## config.mk

```make
export PLATFORM = sky130hd
export DESIGN_NAME = circular_fifo_with_search_unit
export DESIGN_NICKNAME = d
export VERILOG_FILES = /design/src/hw/rtl/cfws_pkg.sv /design/src/hw/rtl/circular_fifo_with_search_unit.sv /design/src/hw/rtl/cfws_cell.sv
export VERILOG_INCLUDE_DIRS = /design/src /design/src/hw/rtl
export SDC_FILE = /design/constraint.sdc
export NUM_CORES = 1
export LEC_CHECK = 0
export ABC_AREA = 1
export BUFFER_PORTS_ARGS = -buffer_cell sky130_fd_sc_hd__buf_2
export CAP_MARGIN = 10
export CORE_ASPECT_RATIO = 1.5
export CORE_MARGIN = 2
export CORE_UTILIZATION = 44
export CTS_BUF_LIST = sky130_fd_sc_hd__clkbuf_8
export DETAILED_ROUTE_END_ITERATION = 6
export HOLD_SLACK_MARGIN = 0.05
export PLACE_DENSITY = 0.63
export SLEW_MARGIN = 20
export SYNTH_ARGS = -nofsm -noshare
export SYNTH_HDL_FRONTEND = slang
export SYNTH_SLANG_ARGS = --single-unit
export TNS_END_PERCENT = 100
```

## constraint.sdc

```tcl
create_clock -name clk -period 7.65 [get_ports clk]
set_input_delay 1.1475 -clock clk [delete_from_list [all_inputs] [get_ports clk]]
set_output_delay 1.1475 -clock clk [all_outputs]
set_load 0.01 [all_outputs]
```

## src/hw/rtl/circular_fifo_with_search_unit_assert.svh

```systemverilog
// Assertion helpers; expect clk and rst_n in scope.
`ifndef CIRCULAR_FIFO_WITH_SEARCH_UNIT_ASSERT_SVH
`define CIRCULAR_FIFO_WITH_SEARCH_UNIT_ASSERT_SVH

// Same-cycle implication.
`define CFWS_ASSERT_IMP(lbl, ante, cons, msg) \
  lbl: assert property (@(posedge clk) disable iff (!rst_n) (ante) |-> (cons)) \
    else $error(msg);

// Next-cycle implication.
`define CFWS_ASSERT_NXT(lbl, ante, cons, msg) \
  lbl: assert property (@(posedge clk) disable iff (!rst_n) (ante) |=> (cons)) \
    else $error(msg);

`endif

```

## src/hw/rtl/cfws_pkg.sv

```systemverilog
package cfws_pkg;

  localparam int DEPTH_DEF = 16;

  localparam int OP_W   = 3;
  localparam int DATA_W = 32;
  localparam int STAT_W = 2;
  localparam int SLOT_W = 4;
  localparam int POS_W  = 4;
  localparam int CNT_W  = 5;
  localparam int CFG_W  = 5;

  localparam logic [CFG_W-1:0] CAP_RST = CFG_W'(16);

  // operation codes
  localparam logic [OP_W-1:0] OP_ENQ    = OP_W'(0);
  localparam logic [OP_W-1:0] OP_DEQ    = OP_W'(1);
  localparam logic [OP_W-1:0] OP_PEEK   = OP_W'(2);
  localparam logic [OP_W-1:0] OP_CLEAR  = OP_W'(3);
  localparam logic [OP_W-1:0] OP_SEARCH = OP_W'(4);

  // status codes
  localparam logic [STAT_W-1:0] STAT_OK       = STAT_W'(0);
  localparam logic [STAT_W-1:0] STAT_FULL     = STAT_W'(1);
  localparam logic [STAT_W-1:0] STAT_EMPTY    = STAT_W'(2);
  localparam logic [STAT_W-1:0] STAT_NOTFOUND = STAT_W'(3);

  typedef struct packed {
    logic [OP_W-1:0]          operation;
    logic signed [DATA_W-1:0] data_in;
  } in_t;

  typedef struct packed {
    logic [STAT_W-1:0]        status;
    logic signed [DATA_W-1:0] data_out;
    logic [SLOT_W-1:0]        slot_index;
    logic [POS_W-1:0]         logical_position;
    logic [CNT_W-1:0]         item_count;
    logic                     is_full;
    logic                     is_empty;
  } out_t;

  // per-cell control from the sequencer
  typedef struct packed {
    logic wr_en;       // store data into this slot
    logic srch_start;  // latch compare against key, load token
    logic tok_set;     // token start value (head slot)
    logic scan_en;     // advance token one hop
  } cell_ctl_t;

endpackage

```

## src/hw/rtl/circular_fifo_with_search_unit.sv

```systemverilog
// Channel  Direction  Handshake           Payload
// in_      input      in_valid/in_stall   in_data   (in_t: operation, data_in)
// out_     output     out_valid/out_stall out_data  (out_t: status .. is_empty)
// cfg_     input      cfg_wr_en           cfg_wr_data (capacity_in_use)
//
// Enqueue, dequeue, peek, clear and unused codes: the result is in the output
// register after the accepting edge.
// Search: the scan token moves one cell of the slot chain per cycle from the head until
// a match or the last entry, and waits there for a free output. An empty queue answers at once.
// Reset (rst_n, synchronous): pointers and count to 0, capacity to 16; slot words
// are not cleared.
// A stalled output holds its result; a new item is taken only when the output
// register is free or is transferring in the same cycle.
`include "circular_fifo_with_search_unit_assert.svh"

module circular_fifo_with_search_unit
  import cfws_pkg::*;
#(
  parameter int DEPTH = DEPTH_DEF
) (
  input  logic             clk,
  input  logic             rst_n,
  // request channel
  input  logic             in_valid,
  output logic             in_stall,
  input  in_t              in_data,
  // result channel
  output logic             out_valid,
  input  logic             out_stall,
  output out_t             out_data,
  // capacity register
  input  logic             cfg_wr_en,
  input  logic [CFG_W-1:0] cfg_wr_data
);

  // pointer width, count width, and a compare width wide enough for all of them
  localparam int PW  = (DEPTH > 1) ? $clog2(DEPTH) : 1;
  localparam int CW  = $clog2(DEPTH + 1);
  localparam int MW0 = (PW > CW) ? PW : CW;
  localparam int MW1 = (MW0 > CFG_W) ? MW0 : CFG_W;
  localparam int NW  = MW1 + 1;

  typedef enum logic {
    S_IDLE,
    S_SCAN
  } state_t;

  // Wrap rule: step to slot 0 once the next value reaches the active capacity.
  function automatic logic [PW-1:0] next_ptr(input logic [PW-1:0] p,
                                             input logic [NW-1:0] cap);
    logic [NW-1:0] n;
    n = NW'(p) + NW'(1);
    return (n >= cap) ? '0 : PW'(n);
  endfunction

  state_t           state_r, state_nxt;
  logic [PW-1:0]    head_r, head_nxt;
  logic [PW-1:0]    tail_r, tail_nxt;
  logic [CW-1:0]    count_r, count_nxt;
  logic [PW-1:0]    scan_p_r, scan_p_nxt;
  logic [CW-1:0]    scan_i_r, scan_i_nxt;
  logic [CFG_W-1:0] cap_r;
  logic             out_valid_r, out_valid_nxt;
  out_t             out_r, out_nxt;

  logic [NW-1:0]    eff_cap;
  logic [NW-1:0]    count_ext;
  logic             in_acc;
  logic             out_free;
  logic             enq_do;
  logic             srch_go;
  logic             scan_adv;
  logic             ld_out;
  logic             hit_any;
  logic             scan_last;
  logic             wrap;
  out_t             res;

  // slot chain wiring
  cell_ctl_t                ctl_vec  [DEPTH];
  logic signed [DATA_W-1:0] word_vec [DEPTH];
  logic [DEPTH-1:0]         tok_vec;
  logic [DEPTH-1:0]         tok_in;
  logic [DEPTH-1:0]         hit_vec;

  // Capacity register; write only while idle (the user is bound, the block does not enforce it).
  always_ff @(posedge clk) begin
    if (!rst_n) begin
      cap_r <= CAP_RST;
    end else if (cfg_wr_en) begin
      cap_r <= cfg_wr_data;
    end
  end

  // Zero acts as one, anything above the slot count acts as the slot count.
  always_comb begin
    if (cap_r == '0) begin
      eff_cap = NW'(1);
    end else if (NW'(cap_r) > NW'(DEPTH)) begin
      eff_cap = NW'(DEPTH);
    end else begin
      eff_cap = NW'(cap_r);
    end
  end

  assign count_ext = NW'(count_r);

  // Output register frees up when empty or when its transfer completes now.
  assign out_free = !out_valid_r || !out_stall;
  assign in_stall = (state_r != S_IDLE) || !out_free;
  assign in_acc   = in_valid && !in_stall;

  assign hit_any   = |hit_vec;
  assign scan_last = (NW'(scan_i_r) + NW'(1)) >= count_ext;

  // Token hop: cell i takes it from cell i-1 while i is inside the capacity;
  // cell 0 takes it from any cell whose successor would wrap.
  always_comb begin
    wrap = 1'b0;
    for (int j = 0; j < DEPTH; j++) begin
      if ((NW'(j) + NW'(1)) >= eff_cap) begin
        wrap = wrap | tok_vec[j];
      end
    end
    tok_in[0] = wrap;
    for (int i = 1; i < DEPTH; i++) begin
      tok_in[i] = tok_vec[i-1] & (NW'(i) < eff_cap);
    end
  end

  always_comb begin
    for (int i = 0; i < DEPTH; i++) begin
      ctl_vec[i].wr_en      = enq_do && (tail_r == PW'(i));
      ctl_vec[i].srch_start = srch_go;
      ctl_vec[i].tok_set    = (head_r == PW'(i));
      ctl_vec[i].scan_en    = scan_adv;
    end
  end

  for (genvar g = 0; g < DEPTH; g++) begin : g_cell
    cfws_cell u_cell (
      .clk    (clk),
      .rst_n  (rst_n),
      .ctl_i  (ctl_vec[g]),
      .data_i (in_data.data_in),
      .tok_i  (tok_in[g]),
      .word_o (word_vec[g]),
      .tok_o  (tok_vec[g]),
      .hit_o  (hit_vec[g])
    );
  end

  // Sequencer: other ops complete at the accepting edge, a search on a non-empty queue scans.
  always_comb begin
    state_nxt  = state_r;
    head_nxt   = head_r;
    tail_nxt   = tail_r;
    count_nxt  = count_r;
    scan_p_nxt = scan_p_r;
    scan_i_nxt = scan_i_r;
    enq_do     = 1'b0;
    srch_go    = 1'b0;
    scan_adv   = 1'b0;
    ld_out     = 1'b0;
    res        = '0;
    res.status = STAT_OK;

    case (state_r)
      S_IDLE: begin
        if (in_acc) begin
          ld_out = 1'b1;
          case (in_data.operation)
            OP_ENQ: begin
              if (count_ext >= eff_cap) begin
                res.status = STAT_FULL;
              end else begin
                enq_do    = 1'b1;
                tail_nxt  = next_ptr(tail_r, eff_cap);
                count_nxt = count_r + CW'(1);
              end
            end
            OP_DEQ, OP_PEEK: begin
              if (count_r == '0) begin
                res.status = STAT_EMPTY;
              end else begin
                res.data_out = word_vec[head_r];
                if (in_data.operation == OP_DEQ) begin
                  head_nxt  = next_ptr(head_r, eff_cap);
                  count_nxt = count_r - CW'(1);
                end
              end
            end
            OP_CLEAR: begin
              head_nxt  = '0;
              tail_nxt  = '0;
              count_nxt = '0;
            end
            OP_SEARCH: begin
              if (count_r == '0) begin
                res.status = STAT_NOTFOUND;
              end else begin
                // result comes from the scan
                ld_out     = 1'b0;
                srch_go    = 1'b1;
                scan_p_nxt = head_r;
                scan_i_nxt = '0;
                state_nxt  = S_SCAN;
              end
            end
            default: begin
              // unused codes: no change, status ok
            end
          endcase
        end
      end
      S_SCAN: begin
        if (hit_any || scan_last) begin
          // hold the token until the output register can take the result
          if (out_free) begin
            ld_out    = 1'b1;
            state_nxt = S_IDLE;
            if (hit_any) begin
              res.slot_index       = SLOT_W'(scan_p_r);
              res.logical_position = POS_W'(scan_i_r);
            end else begin
              res.status = STAT_NOTFOUND;
            end
          end
        end else begin
          scan_adv   = 1'b1;
          scan_p_nxt = next_ptr(scan_p_r, eff_cap);
          scan_i_nxt = scan_i_r + CW'(1);
        end
      end
      default: begin
        state_nxt = S_IDLE;
      end
    endcase

    res.item_count = CNT_W'(count_nxt);
    res.is_full    = NW'(count_nxt) >= eff_cap;
    res.is_empty   = (count_nxt == '0);
  end

  assign out_valid_nxt = ld_out || (out_valid_r && out_stall);
  assign out_nxt       = ld_out ? res : out_r;

  always_ff @(posedge clk) begin
    if (!rst_n) begin
      state_r     <= S_IDLE;
      head_r      <= '0;
      tail_r      <= '0;
      count_r     <= '0;
      scan_p_r    <= '0;
      scan_i_r    <= '0;
      out_valid_r <= 1'b0;
    end else begin
      state_r     <= state_nxt;
      head_r      <= head_nxt;
      tail_r      <= tail_nxt;
      count_r     <= count_nxt;
      scan_p_r    <= scan_p_nxt;
      scan_i_r    <= scan_i_nxt;
      out_valid_r <= out_valid_nxt;
      out_r       <= out_nxt;
    end
  end

  assign out_valid = out_valid_r;
  assign out_data  = out_r;

  // exactly one cell carries the scan token
  `CFWS_ASSERT_IMP(a_tok_onehot, state_r == S_SCAN, $onehot(tok_vec), "scan token not one-hot")
  // token position tracks the binary scan pointer
  `CFWS_ASSERT_IMP(a_tok_at_ptr, state_r == S_SCAN, tok_vec[scan_p_r], "token off scan pointer")
  // scan never walks past the held entries
  `CFWS_ASSERT_IMP(a_scan_bound, state_r == S_SCAN, scan_i_r < count_r, "scan past entry count")
  // a search on a non-empty queue enters the scan
  `CFWS_ASSERT_NXT(a_srch_enter, in_acc && (in_data.operation == OP_SEARCH) && (count_r != '0), state_r == S_SCAN, "search did not start scan")

endmodule

```

## src/hw/rtl/cfws_cell.sv

```systemverilog
module cfws_cell
  import cfws_pkg::*;
(
  input  logic                     clk,
  input  logic                     rst_n,
  input  cell_ctl_t                ctl_i,
  input  logic signed [DATA_W-1:0] data_i,
  input  logic                     tok_i,
  output logic signed [DATA_W-1:0] word_o,
  output logic                     tok_o,
  output logic                     hit_o
);

  logic signed [DATA_W-1:0] word_r;
  logic                     match_r;
  logic                     tok_r;
  logic                     tok_nxt;

  always_comb begin
    tok_nxt = tok_r;
    if (ctl_i.srch_start) begin
      tok_nxt = ctl_i.tok_set;
    end else if (ctl_i.scan_en) begin
      tok_nxt = tok_i;
    end
  end

  always_ff @(posedge clk) begin
    if (!rst_n) begin
      tok_r <= 1'b0;
    end else begin
      tok_r <= tok_nxt;
    end
  end

  // slot word and compare flag: payload, no reset
  always_ff @(posedge clk) begin
    if (ctl_i.wr_en) begin
      word_r <= data_i;
    end
    if (ctl_i.srch_start) begin
      match_r <= (word_r == data_i);
    end
  end

  assign word_o = word_r;
  assign tok_o  = tok_r;
  assign hit_o  = tok_r & match_r;

endmodule

```

=== Word-level counts from Yosys, hierarchy flattened ===
Index checks and enable logic that the tools add are counted.

* Bits in registers: 622
* Input port bits: 45
* Output and inout bits: 51

* $add $sub $neg: 7
* Order comparisons: 39
* Eq/ne operators: 57
* Multiplexer cells: 107
* Bitwise logic cells: 50
* Reduce and logical (&&, ||, !) cells: 43

{| class="wikitable"
|+ Operators by type and width
! operator !! count
|-
| $eq 32x32->1 || 16
|-
| $bmux 32 s4 || 1
|-
| $mux 32 || 4
|-
| $mux 1 || 66
|-
| $eq 4x4->1 const B || 16
|-
| $mux 5 || 11
|-
| $ge 4x6->1 const A || 8
|-
| $lt 4x6->1 const A || 8
|-
| $mux 4 || 10
|-
| $mux 34 || 1
|-
| $eq 4x3->1 const B || 8
|-
| $and 1x1->1 || 31
|-
| $ge 5x6->1 || 5
|-
| $ge 3x6->1 const A || 4
|-
| $lt 3x6->1 const A || 4
|-
| $pmux 4 s2 || 3
|-
| $logic_and 1x1->1 || 18
|-
| $eq 4x2->1 const B || 4
|-
| $reduce_or 16->1 || 1
|-
| $add 4x1->5 const B || 3
|-
| $logic_not 5->1 || 3
|-
| $or 1x1->1 || 15
|-
| $pmux 5 s3 || 1
|-
| $ge 2x6->1 const A || 2
|-
| other kinds (33) || 60
|}

=== Logic depth before layout (Yosys ltp) ===
Gate-level depths: netlist (run 1).

* Depth after elaboration: 37
* Gate-level depth with buffers: 20

=== By module ===
A second synthesis (run 1) with hierarchy kept.

* Cells, all modules: 4855
* Area total of the unflattened synthesis: 36346.1 µm²

{| class="wikitable"
|+ By module, submodules not included
! module !! instances !! cells each !! area each (µm²) !! seq. area each (µm²)
|-
| cfws_cell || 16 || 209 || 1692.9 || 1011.0
|-
| circular_fifo_with_search_unit || 1 || 1511 || 9260.1 || 2052.0
|}

=== Least setup slack after synthesis (run 1) ===
No wires, ideal clock.

* Path type: input -> register
* From: input rst_n
* To: register out_r (netlist bit out_data[0]), enable pin
* Setup time: 0.472 ns
* Arrival time: 4.089 ns
* Data required time: 7.178 ns
* Path slack: 3.089 ns
* Stages: 4
* Buffers on the path: 2
* Cell sequence: clkbuf_1 inv_1 clkbuf_1 a21oi_1

* Word-level cells in the longest chain between the ends: 1

{| class="wikitable"
|+ Ends and longest elaborated chain
! what !! RTL line !! RTL
|-
| start, declared || circular_fifo_with_search_unit.sv:22 || <nowiki>input logic rst_n,</nowiki>
|-
| $reduce_and 2->1 (no source line) || - ||
|-
| end signal, assigned || circular_fifo_with_search_unit.sv:265 || <nowiki>out_r <= out_nxt;</nowiki>
|-
| end, declared || circular_fifo_with_search_unit.sv:64 || <nowiki>out_t out_r, out_nxt;</nowiki>
|}

Every way passes these cells.
A chain may end at the register's enable or synchronous reset.

==> results of run 1 <==
[worst reg2reg max path, cell delays in order (launching register included)]
cell	delay, ns
sky130_fd_sc_hd__dfxtp_1	0.37
sky130_fd_sc_hd__inv_1	0.40
sky130_fd_sc_hd__nand2_1	0.33
sky130_fd_sc_hd__ha_1	0.38
sky130_fd_sc_hd__nand2_1	0.06
sky130_fd_sc_hd__nand2_1	0.05
sky130_fd_sc_hd__a21oi_1	0.28
sky130_fd_sc_hd__nand3_2	0.25
sky130_fd_sc_hd__nor3_4	0.37
sky130_fd_sc_hd__nand2_1	0.33
sky130_fd_sc_hd__nor2_4	0.68
sky130_fd_sc_hd__buf_4	0.44
[metrics by stage]
step / setup slack (ns) / cell area [um2] / instances / total power [mW]
floorplan: 3.09 / 32200 / 3248 / 4.21
global route: 3.13 / 35600 / 4302 / 7.58
detailed placement: 3.44 / 33500 / 4121 / 4.45
CTS: 3.42 / 35500 / 4297 / 7.38
finish: 3.35 / 35600 / 4302 / 7.37
global placement: 3.54 / 33500 / 4119 / 4.45
[flip-flops by register name, summed over array words and instances (netlist names), 4 cells and up]
| name | count |
|---|---|
| cap_r | 5 |
| count_r | 5 |
| g_cell.u_cell.match_r | 16 |
| g_cell.u_cell.tok_o | 16 |
| g_cell.u_cell.word_o | 512 |
| head_r | 4 |
| out_data | 49 |
| scan_i_r | 5 |
| scan_p_r | 4 |
| tail_r | 4 |
[worst max path at each step]
stage                                                        to  slack [ns]  cells past startpoint
final                     g_cell[6].u_cell.word_o[21]$_DFFE_PP_        3.35                     11
after global routing      g_cell[6].u_cell.word_o[16]$_DFFE_PP_        3.13                     11
after CTS                 g_cell[6].u_cell.word_o[23]$_DFFE_PP_        3.42                     11
after detailed placement  g_cell[6].u_cell.word_o[28]$_DFFE_PP_        3.44                     11
after global placement    g_cell[6].u_cell.word_o[24]$_DFFE_PP_        3.54                     11
after floorplan                           out_data[0]$_DFFE_PP_        3.09                      4
[cell type report]
type	count	area [um2]
fillers	6720	36900
flip-flops and latches	622	18200
multi-input cells	2206	12400
inverters	234	891
clock inverters	76	613
well taps	922	1150
clock buffers	100	1380
diodes	1	2.50
repair buffers	141	918
[layer usage]
layer  track usage [%]  wire, um
met2              51.4     56600
met3              4.80      9170
met4              26.5     11200
met1              34.8     40700
met5                 0         0
[power by group]
part	internal (mW)	total, mW	switching, mW
clock	1.59	2.98	1.39
sequential	3.74	3.77	0.0255
combinational	0.170	0.626	0.455
[placed cells by master (no fill, tap or decap), types with 11 or more instances in the layout]
| cell type | instances |
|---|---|
| sky130_fd_sc_hd__a21oi_1 | 126 |
| sky130_fd_sc_hd__clkinv_2 | 15 |
| sky130_fd_sc_hd__bufinv_16 | 11 |
| sky130_fd_sc_hd__inv_1 | 246 |
| sky130_fd_sc_hd__nor3b_1 | 11 |
| sky130_fd_sc_hd__clkinv_1 | 21 |
| sky130_fd_sc_hd__buf_2 | 95 |
| sky130_fd_sc_hd__or2_2 | 46 |
| sky130_fd_sc_hd__nor3_1 | 29 |
| sky130_fd_sc_hd__a41oi_1 | 32 |
| sky130_fd_sc_hd__nand2_1 | 489 |
| sky130_fd_sc_hd__edfxtp_1 | 577 |
| sky130_fd_sc_hd__dfxtp_1 | 43 |
| sky130_fd_sc_hd__xnor2_1 | 116 |
| sky130_fd_sc_hd__nor4_1 | 45 |
| sky130_fd_sc_hd__nor2_1 | 346 |
| sky130_fd_sc_hd__xor2_1 | 208 |
| sky130_fd_sc_hd__a221oi_1 | 25 |
| sky130_fd_sc_hd__o21ai_1 | 21 |
| sky130_fd_sc_hd__o21ai_0 | 323 |
| sky130_fd_sc_hd__buf_4 | 40 |
| sky130_fd_sc_hd__clkbuf_8 | 100 |
| sky130_fd_sc_hd__o22ai_1 | 112 |
| sky130_fd_sc_hd__ha_1 | 42 |
| sky130_fd_sc_hd__nand3_1 | 83 |
| sky130_fd_sc_hd__nand4_1 | 80 |
| sky130_fd_sc_hd__nor2_4 | 20 |
[kinds of logic after synthesis]
family | count (synthesis) | synth area share (%)
simple gates | 1174 | 15.9
xor+xnor | 324 | 8.80
flops | 622 | 56.5
fa+ha+maj | 42 | 1.63
compound gates | 666 | 11.6
buf+inv | 420 | 5.44
==> run summary, run 1 <==
In this run the clock root is driven by a sky130_fd_sc_hd__clkbuf_8. Setup repair after global routing left no endpoint under its margin. The worst hold path cell count came out at 2. The most used flip-flop cell after synthesis is sky130_fd_sc_hd__edfxtp_1. In this run the tightest slew margin relative to its limit is a little over a fifth.

The reg-to-reg endpoint is g_cell[6].u_cell.word_o[21]$_DFFE_PP_. The count of yosys warnings during synthesis is 0. The class of the most critical setup path is reg -> reg. Counting every net in the synthesized netlist gives between 3000 and 4000. Counting stages on the worst path, the most repeated cell is sky130_fd_sc_hd__nand2_1. The maximum number of pins on one net before global-route repair is 157. Detailed routing inserted a total of 25700 vias. The per-cell routed wire length is 27.4 um. The number of buffers and inverters on the critical path is 2. In this run, CTS created clock tree buffers numbering 94. In the synthesized netlist, the number of instances is 3248. Sorting the synthesized cells by area gives the leading types as sky130_fd_sc_hd__edfxtp_1 (54%), sky130_fd_sc_hd__nand2_1 (5.7%), sky130_fd_sc_hd__xor2_1 (5.7%), sky130_fd_sc_hd__o21ai_0 (5.0%), sky130_fd_sc_hd__nor2_1 (4.2%).

The setup slack of the worst register-to-register path came out at 3.35 ns. The CTS tree is yes. The number of global-route vias before repair came to about 25000. Gates resized during post-CTS repair numbered 0.

The number of top-level pins is 96. Ranked by instance count, the synthesized netlist is headed by sky130_fd_sc_hd__edfxtp_1 (577), sky130_fd_sc_hd__nand2_1 (490), sky130_fd_sc_hd__nor2_1 (365), sky130_fd_sc_hd__o21ai_0 (323), sky130_fd_sc_hd__inv_1 (221). The minimum clock period after layout is between 4 and 5 ns. The worst-case IR drop observed on VDD is 0.112 mV. The port buffer count is 95. The total overflow reported by the global router is 0. The clock latency on the worst-skew pair came out at 0.76 ns. On the final layout, the worst hold slack is 0.505 ns. The total of max-cap violations came out at 0. The share of cells above drive strength 1 is 10.8%. The launch point of the worst hold path is g_cell[15].u_cell.tok_o$_SDFFE_PN0P_. The post-layout net count is 3386. The iteration-0 DRC count of the detailed router is 3218.

Summed over all instances, the cell type with the most area after synthesis is sky130_fd_sc_hd__edfxtp_1. The count of state elements after synthesis came out at 622. The type of origin of the critical path is a flip-flop. The signal arrival time at the worst endpoint came out at 4.69 ns.

The share of the yosys chip area belonging to registers came out at about 57%. The count of cell types in the netlist came out at 48. The achievable frequency came out at approximately 230 MHz. The final number of hold-violating endpoints came out at 0.

The top cell type by area accounts for 53.7% of the synthesized area. The die outline area came out at 75500 um2. The capture endpoint of the worst hold path is g_cell[15].u_cell.tok_o$_SDFFE_PN0P_.

The detailed-route vias per instance came out at between 5 and 6. The number of cell instances on the worst register-to-register path is 11. The final setup skew came out at just over 0.04 ns. The kind of cell adding the most delay to the critical path is simple AND/OR/NAND/NOR gates. The setup fix buffers added after clock tree synthesis came out at 0.

For this run, the slowest stage of the critical path takes a little under 0.7 ns. The worst endpoint required time came out at 8.04 ns. The core area came out at 72500 um2.

The final routed wirelength across all metal layers came out at ~120000 um. The final RePlAce weighted congestion is just over 1. The global-route usage over all layers is a little under a third. The number of levels the H-tree was split into came out at 3.

The first-pass GRT wire length came out at 168000 um. The startpoint of the worst-slack reg-to-reg timing path is cap_r[4]$_SDFFE_PN1P_. The power per unit of standard cell area is 207 nW/um2. The clock-pin slew of the registers on the worst-case setup and hold paths is 0.06 ns. The detailed-router iteration count before antenna repair is 6. The effective utilization at floorplan came out at around 44%. The tree built by TritonCTS fans out to 622 sinks. The count of hold buffers inserted by post-cts repair is 0. The mean instance size in the synthesized netlist is 9.93 um2.

The flow ran to the end, and the final reports show no timing, DRC or antenna violations. The endpoint type of the worst setup path is a flip-flop. The number of nets with antenna violations after detailed routing came out at 0. Among all stages on the critical path, the largest delay is contributed by sky130_fd_sc_hd__nor2_4.

The number of antenna violations at the first check in global routing came out at 2. The chip height is approximately 340 um. The post-synthesis to final-layout area growth came out at 10.4%. The half-perimeter wire length after detailed placement came out at 81100 um. At the pin with the least slew margin, the transition time is 1.17 ns. For this design the static power due to leakage is 12.8 nW. The DRC violations left is 0.

The number of enable-type register cells in the synthesized netlist came out at ~580. The number of endpoints failing setup at the final stage came out at 0. The tightest min-delay check is of the reg -> reg type.

The maximum net fanout on the critical path came out at 17. No sink is reached through more buffers than the 3 on the longest clock path. The critical path goes through inv_1 -> nand2_1 -> ha_1 -> nand2_1 -> nand2_1 -> a21oi_1 -> nand3_2 -> nor3_4 -> nand2_1 -> nor2_4 -> buf_4. The synthesized area came out at 32200 um2. The sum of negative setup slack came out at 0 ns.

The period utilization is 56.2%. The die is ~230 um wide. The count of pins over their slew limit came out at 0. Once layout is complete, the utilization of the core stands at 49.1%. The most critical setup path has its startpoint at cap_r[4]$_SDFFE_PN1P_.

In the post-synthesis netlist, the cell with the most instances is sky130_fd_sc_hd__edfxtp_1. For this run, asynchronously set or reset flops after synthesis account for 0%. The floorplan has between 100 and 150 rows.
Note: power is estimated with default switching activity, not from simulation.
==> inputs of run 2 (changes only) <==
Settings changed: ABC_AREA 1 to 0.
Clock period 7.65 ns to 4.4 ns, I/O delays scaled along.
==> run summary, run 2 <==
Outcome: finished, final reports clean (unchanged). The number of nets produced by synthesis was 2158 (was 3335). The share of the yosys chip area belonging to registers is 58.8% (was 56.5%).

The minimum clock period after layout came out at 3.71 ns (was 4.30 ns). The number of cells in the design after placement is 3018 (was 4121). The detailed-route vias per instance came out at 5.97 (was 5.96). The share of cells above drive strength 1 came out at 22.3% (was 10.8%). The standard cell with the maximum stage delay on the critical path is sky130_fd_sc_hd__dfxtp_1 (was sky130_fd_sc_hd__nor2_4). The total leakage power is 11.7 nW (was 12.8 nW). The routed via count came out at 19100 (was 25700). The most used standard cell by instance count after synthesis is sky130_fd_sc_hd__edfxtp_1 (unchanged).

The global-route usage over all layers came to 28.8% (was 31.0%). The area occupied by multi-input gates is 12300 um2 (was 12400 um2). The number of antenna violations at the first check in global routing came to 4 (was 2).

The maximum number of pins on one net before global-route repair came out at 45 (was 157). The total number of cells along the worst setup path is 15 (was 11). The post-synthesis to final-layout area growth came out at 12.0% (was 10.4%). The type of origin of the critical path is a flip-flop (unchanged). The core area came out at 70000 um2 (was 72500 um2). The mean instance size in the synthesized netlist was 15.0 um2 (was 9.93 um2). The synthesized instance count came out at 2071 (was 3248). The number of nets with antenna violations after detailed routing is 0 (unchanged). The number of gates resized after cts is 0 (unchanged). The number of buffers and inverters on the critical path is 2 (unchanged). The TritonCTS sink count came to 622 (unchanged).

The reg-to-reg endpoint is out_data[1]$_DFFE_PP_ (was g_cell[6].u_cell.word_o[21]$_DFFE_PP_). The worst supply voltage drop on vdd is 0.275 mV (was 0.112 mV). The count of placed standard cells in the final layout, fillers left out came to 3203 (was 4302). The startpoint of the most critical setup path is cap_r[4]$_SDFFE_PN1P_ (unchanged). The power per unit of standard cell area came out at 347 nW/um2 (was 207 nW/um2). The count of cell types in the netlist is 63 (was 48). The period utilization is 84.3% (was 56.2%). The setup slack of the worst register-to-register path is 0.69 ns (was 3.35 ns).

The effective utilization at floorplan came to 44.3% (was 44.5%). The DRC violations left came out at 0 (unchanged). The endpoint type of the worst setup path is a flip-flop (unchanged). The number of endpoints failing setup at the final stage is 0 (unchanged). The signal arrival time at the worst endpoint came to 4.20 ns (was 4.69 ns).

The class of the most critical setup path was reg -> reg (unchanged). The clock-pin slew of the registers on the worst-case setup and hold paths came out at 0.07 ns (was 0.06 ns). The sum of negative setup slack is 0 ns (unchanged). The final RePlAce weighted congestion is 0.999 (was 1.01). The worst hold path class was in -> reg (was reg -> reg). The number of enable-type register cells in the synthesized netlist is 577 (unchanged).

RSZ-0062 raised after global routing: false (unchanged). The number of inserted filler cells in the final layout is 6034 (was 6720). The total of max-cap violations is 0 (unchanged). The maximum net fanout on the critical path came to 10 (was 17). The most frequently used flop master after synthesis is sky130_fd_sc_hd__edfxtp_1 (unchanged). The port buffer count is 95 (unchanged). The largest incremental delay on the critical path came out at 0.50 ns (was 0.68 ns).

The count of yosys warnings during synthesis came out at 0 (unchanged). The post-layout net count is 2299 (was 3386). The count of state elements after synthesis came to 622 (unchanged). The startpoint of the worst-slack reg-to-reg timing path is cap_r[4]$_SDFFE_PN1P_ (unchanged). The worst-margin pin slew came out at 1.14 ns (was 1.17 ns).

The count of pins over their slew limit came out at 0 (unchanged). The per-cell routed wire length is 32.3 um (was 27.4 um). The number of global-route vias before repair came out at 19900 (was 24900). The first-pass GRT wire length is 144000 um (was 168000 um). The setup fix buffers added after clock tree synthesis was 0 (unchanged).

Cell breakdown of the critical path: clkinv_1 -> ha_1 -> a21oi_1 -> nand4_1 -> a21oi_1 -> nor3_1 -> a21oi_1 -> inv_1 -> ha_1 -> nand2b_1 -> a21o_1 -> a21oi_1 -> nor2b_1 -> o21ai_0 -> nand2b_1 (was inv_1 -> nand2_1 -> ha_1 -> nand2_1 -> nand2_1 -> a21oi_1 -> nand3_2 -> nor3_4 -> nand2_1 -> nor2_4 -> buf_4). The flip-flop count of the largest register, all copies and words added came out at 512 (unchanged). The CTS tree is yes (unchanged). The maximum root-to-sink buffer count came out at 3 (unchanged). The half-perimeter wire length after detailed placement is 76800 um (was 81100 um). The share of Yosys cell area claimed by the top area cell type came to 55.9% (was 53.7%). The root cell of the clock tree is sky130_fd_sc_hd__clkbuf_8 (unchanged).

The final setup skew was 0.0408 ns (was 0.0410 ns). The sum of met3 wire segment lengths after detailed routing came to 4770 um (was 9170 um). The iteration-0 DRC count of the detailed router came out at 1857 (was 3218). The total chip power is 12.1 mW (was 7.37 mW). The detailed-router iteration count before antenna repair was 5 (was 6).

The kind of cell adding the most delay to the critical path is compound AO/OA/AOI/OAI gates (was simple AND/OR/NAND/NOR gates). The synthesized area came out at 31000 um2 (was 32200 um2). The library cell appearing most often on the critical path is sky130_fd_sc_hd__a21oi_1 (was sky130_fd_sc_hd__nand2_1). The die outline area is 72700 um2 (was 75500 um2). The fraction of registers with async set/reset is 0% (unchanged). The sum of routed wire segments on met1 is 35000 um (was 40700 um). The number of placement rows came out at 119 (was 121). The total clock buffers created by CTS is 99 (was 94). The most common library cell in the layout ignoring fill and taps is sky130_fd_sc_hd__edfxtp_1 (unchanged). The chip height came out at 329 um (was 336 um).

Largest cells by area after synthesis: sky130_fd_sc_hd__edfxtp_1 (56%), sky130_fd_sc_hd__xor2_1 (15%), sky130_fd_sc_hd__mux4_2 (12%), sky130_fd_sc_hd__dfxtp_1 (2.9%), sky130_fd_sc_hd__nor4_1 (2.6%) (was sky130_fd_sc_hd__edfxtp_1 (54%), sky130_fd_sc_hd__nand2_1 (5.7%), sky130_fd_sc_hd__xor2_1 (5.7%), sky130_fd_sc_hd__o21ai_0 (5.0%), sky130_fd_sc_hd__nor2_1 (4.2%)). The count of hold buffers inserted by post-cts repair came out at 0 (unchanged). The total overflow reported by the global router is 0 (unchanged).

The number of cell instances on the worst register-to-register path is 15 (was 11). Most frequent cells in the layout: sky130_fd_sc_hd__edfxtp_1 (577), sky130_fd_sc_hd__xor2_1 (515), sky130_fd_sc_hd__mux4_2 (160), sky130_fd_sc_hd__nor4_1 (131), sky130_fd_sc_hd__clkbuf_8 (101) (was sky130_fd_sc_hd__edfxtp_1 (577), sky130_fd_sc_hd__nand2_1 (489), sky130_fd_sc_hd__nor2_1 (346), sky130_fd_sc_hd__o21ai_0 (323), sky130_fd_sc_hd__inv_1 (246)). The final routed wirelength across all metal layers came to 103000 um (was 118000 um).

The worst endpoint required time is 4.89 ns (was 8.04 ns). The post-synthesis cell type with the largest combined area is sky130_fd_sc_hd__edfxtp_1 (unchanged). The detailed route wirelength on metal2 is 53800 um (was 56600 um). The number of top-level pins is 96 (unchanged). The clock latency on the worst-skew pair is 0.75 ns (was 0.76 ns). The number of levels the H-tree was split into came to 3 (unchanged).

The last element of the critical path is out_data[1]$_DFFE_PP_ (was g_cell[6].u_cell.word_o[21]$_DFFE_PP_). The width of the chip is 221 um (was 225 um). List of most frequent post-synthesis cells: sky130_fd_sc_hd__edfxtp_1 (577), sky130_fd_sc_hd__xor2_1 (515), sky130_fd_sc_hd__mux4_2 (160), sky130_fd_sc_hd__nor4_1 (131), sky130_fd_sc_hd__clkbuf_1 (96) (was sky130_fd_sc_hd__edfxtp_1 (577), sky130_fd_sc_hd__nand2_1 (490), sky130_fd_sc_hd__nor2_1 (365), sky130_fd_sc_hd__o21ai_0 (323), sky130_fd_sc_hd__inv_1 (221)). The worst slew margin relative to its limit is 23.6% (was 21.8%). The sequential cell area was 18200 um2 (about the same).

The achievable frequency came to 269 MHz (was 233 MHz). The final number of hold-violating endpoints came to 0 (unchanged). The uppermost layer routed is met4 (unchanged).
[run 2: changes by cell type in the layout (fill, tap and decap cells not counted), sizes merged, moves of 63 or more]
cell / delta
nand2: -440
o21ai: -321
xor2: +307
nor2: -298
inv: -209
mux4: +160
o22ai: -112
xnor2: -111
a21oi: -90
nor4: +86
nand3: -63
[run 2: worst min path at each step]
stage	from	endpoint	cells past startpoint	slack, ns
2_1_floorplan	scan_i_r[4]$_SDFFE_PN0P_	scan_i_r[4]$_SDFFE_PN0P_	2	0.45
3_3_place_gp	scan_i_r[4]$_SDFFE_PN0P_	scan_i_r[4]$_SDFFE_PN0P_	2	0.47
3_5_place_dp	scan_i_r[4]$_SDFFE_PN0P_	scan_i_r[4]$_SDFFE_PN0P_	2	0.49
4_1_cts	cfg_wr_data[4]	cap_r[4]$_SDFFE_PN1P_	3	0.13
5_1_grt	cfg_wr_data[4]	cap_r[4]$_SDFFE_PN1P_	3	0.17
6_report	cfg_wr_data[4]	cap_r[4]$_SDFFE_PN1P_	3	0.16
[run 2: metrics by stage]
| stage | hold slack [ns] | setup slack [ns] | util, % | area (um2) |
|---|---|---|---|---|
| after floorplan | 0.453 | 0.580 | - | 31000 |
| after global placement | 0.466 | 0.660 | 47.0 | 32900 |
| after detailed placement | 0.486 | 0.738 | 47.0 | 32900 |
| after CTS | 0.127 | 0.641 | 49.6 | 34700 |
| after global routing | 0.167 | 0.308 | 49.6 | 34700 |
| final | 0.161 | 0.689 | 49.6 | 34700 |
[run 2: report_power, final]
part | leakage (nW) | switching (mW) | internal (mW)
Combinational | 5.16 | 0.562 | 0.200
Clock | 1.03 | 2.42 | 2.38
Sequential | 5.55 | 0.0207 | 6.48
Total | 11.7 | 3.00 | 9.07
[run 2: logic make-up (layout without fill, tap and decap cells)]
| family | after synthesis | after routing | share of synthesized area, % |
|---|---|---|---|
| flip-flops | 622 | 622 | 58.8 |
| multiplexers | 166 | 166 | 11.8 |
| AND/OR/NAND/NOR | 421 | 421 | 7.60 |
| buffers and inverters | 156 | 376 | 2.23 |
| other | 0 | 5 | 0 |
| AO/OA/AOI/OAI | 144 | 144 | 3.21 |
| XOR/XNOR | 520 | 520 | 14.7 |
| adder cells (fa/ha/maj) | 42 | 42 | 1.69 |
[run 2: layout make-up]
type                       count  share of cell area [%]
inverter                      23                   0.256
clock inverter                79                    1.36
antenna                        5                  0.0360
multi-input combinational   1293                    35.3
clock buffer                 101                    4.00
sequential                   622                    52.5
timing repair buffer         173                    3.27
tap                          907                    3.27
[run 2: worst reg2reg max path, stage by stage (launching register included)]
cell and delay [ns]:
sky130_fd_sc_hd__dfxtp_1 0.50, sky130_fd_sc_hd__clkinv_1 0.35, sky130_fd_sc_hd__ha_1 0.40, sky130_fd_sc_hd__a21oi_1 0.32, sky130_fd_sc_hd__nand4_1 0.17, sky130_fd_sc_hd__a21oi_1 0.29, sky130_fd_sc_hd__nor3_1 0.09, sky130_fd_sc_hd__a21oi_1 0.25
sky130_fd_sc_hd__inv_1 0.08, sky130_fd_sc_hd__ha_1 0.28, sky130_fd_sc_hd__nand2b_1 0.14, sky130_fd_sc_hd__a21o_1 0.18, sky130_fd_sc_hd__a21oi_1 0.13, sky130_fd_sc_hd__nor2b_1 0.05, sky130_fd_sc_hd__o21ai_0 0.14, sky130_fd_sc_hd__nand2b_1 0.07
[run 2: metal layers]
layer  up-vias  track usage, %
li1       8243               -
met1      9797            31.0
met2       821            50.6
met3       266            3.12
met4         0            23.9
met5         -               0
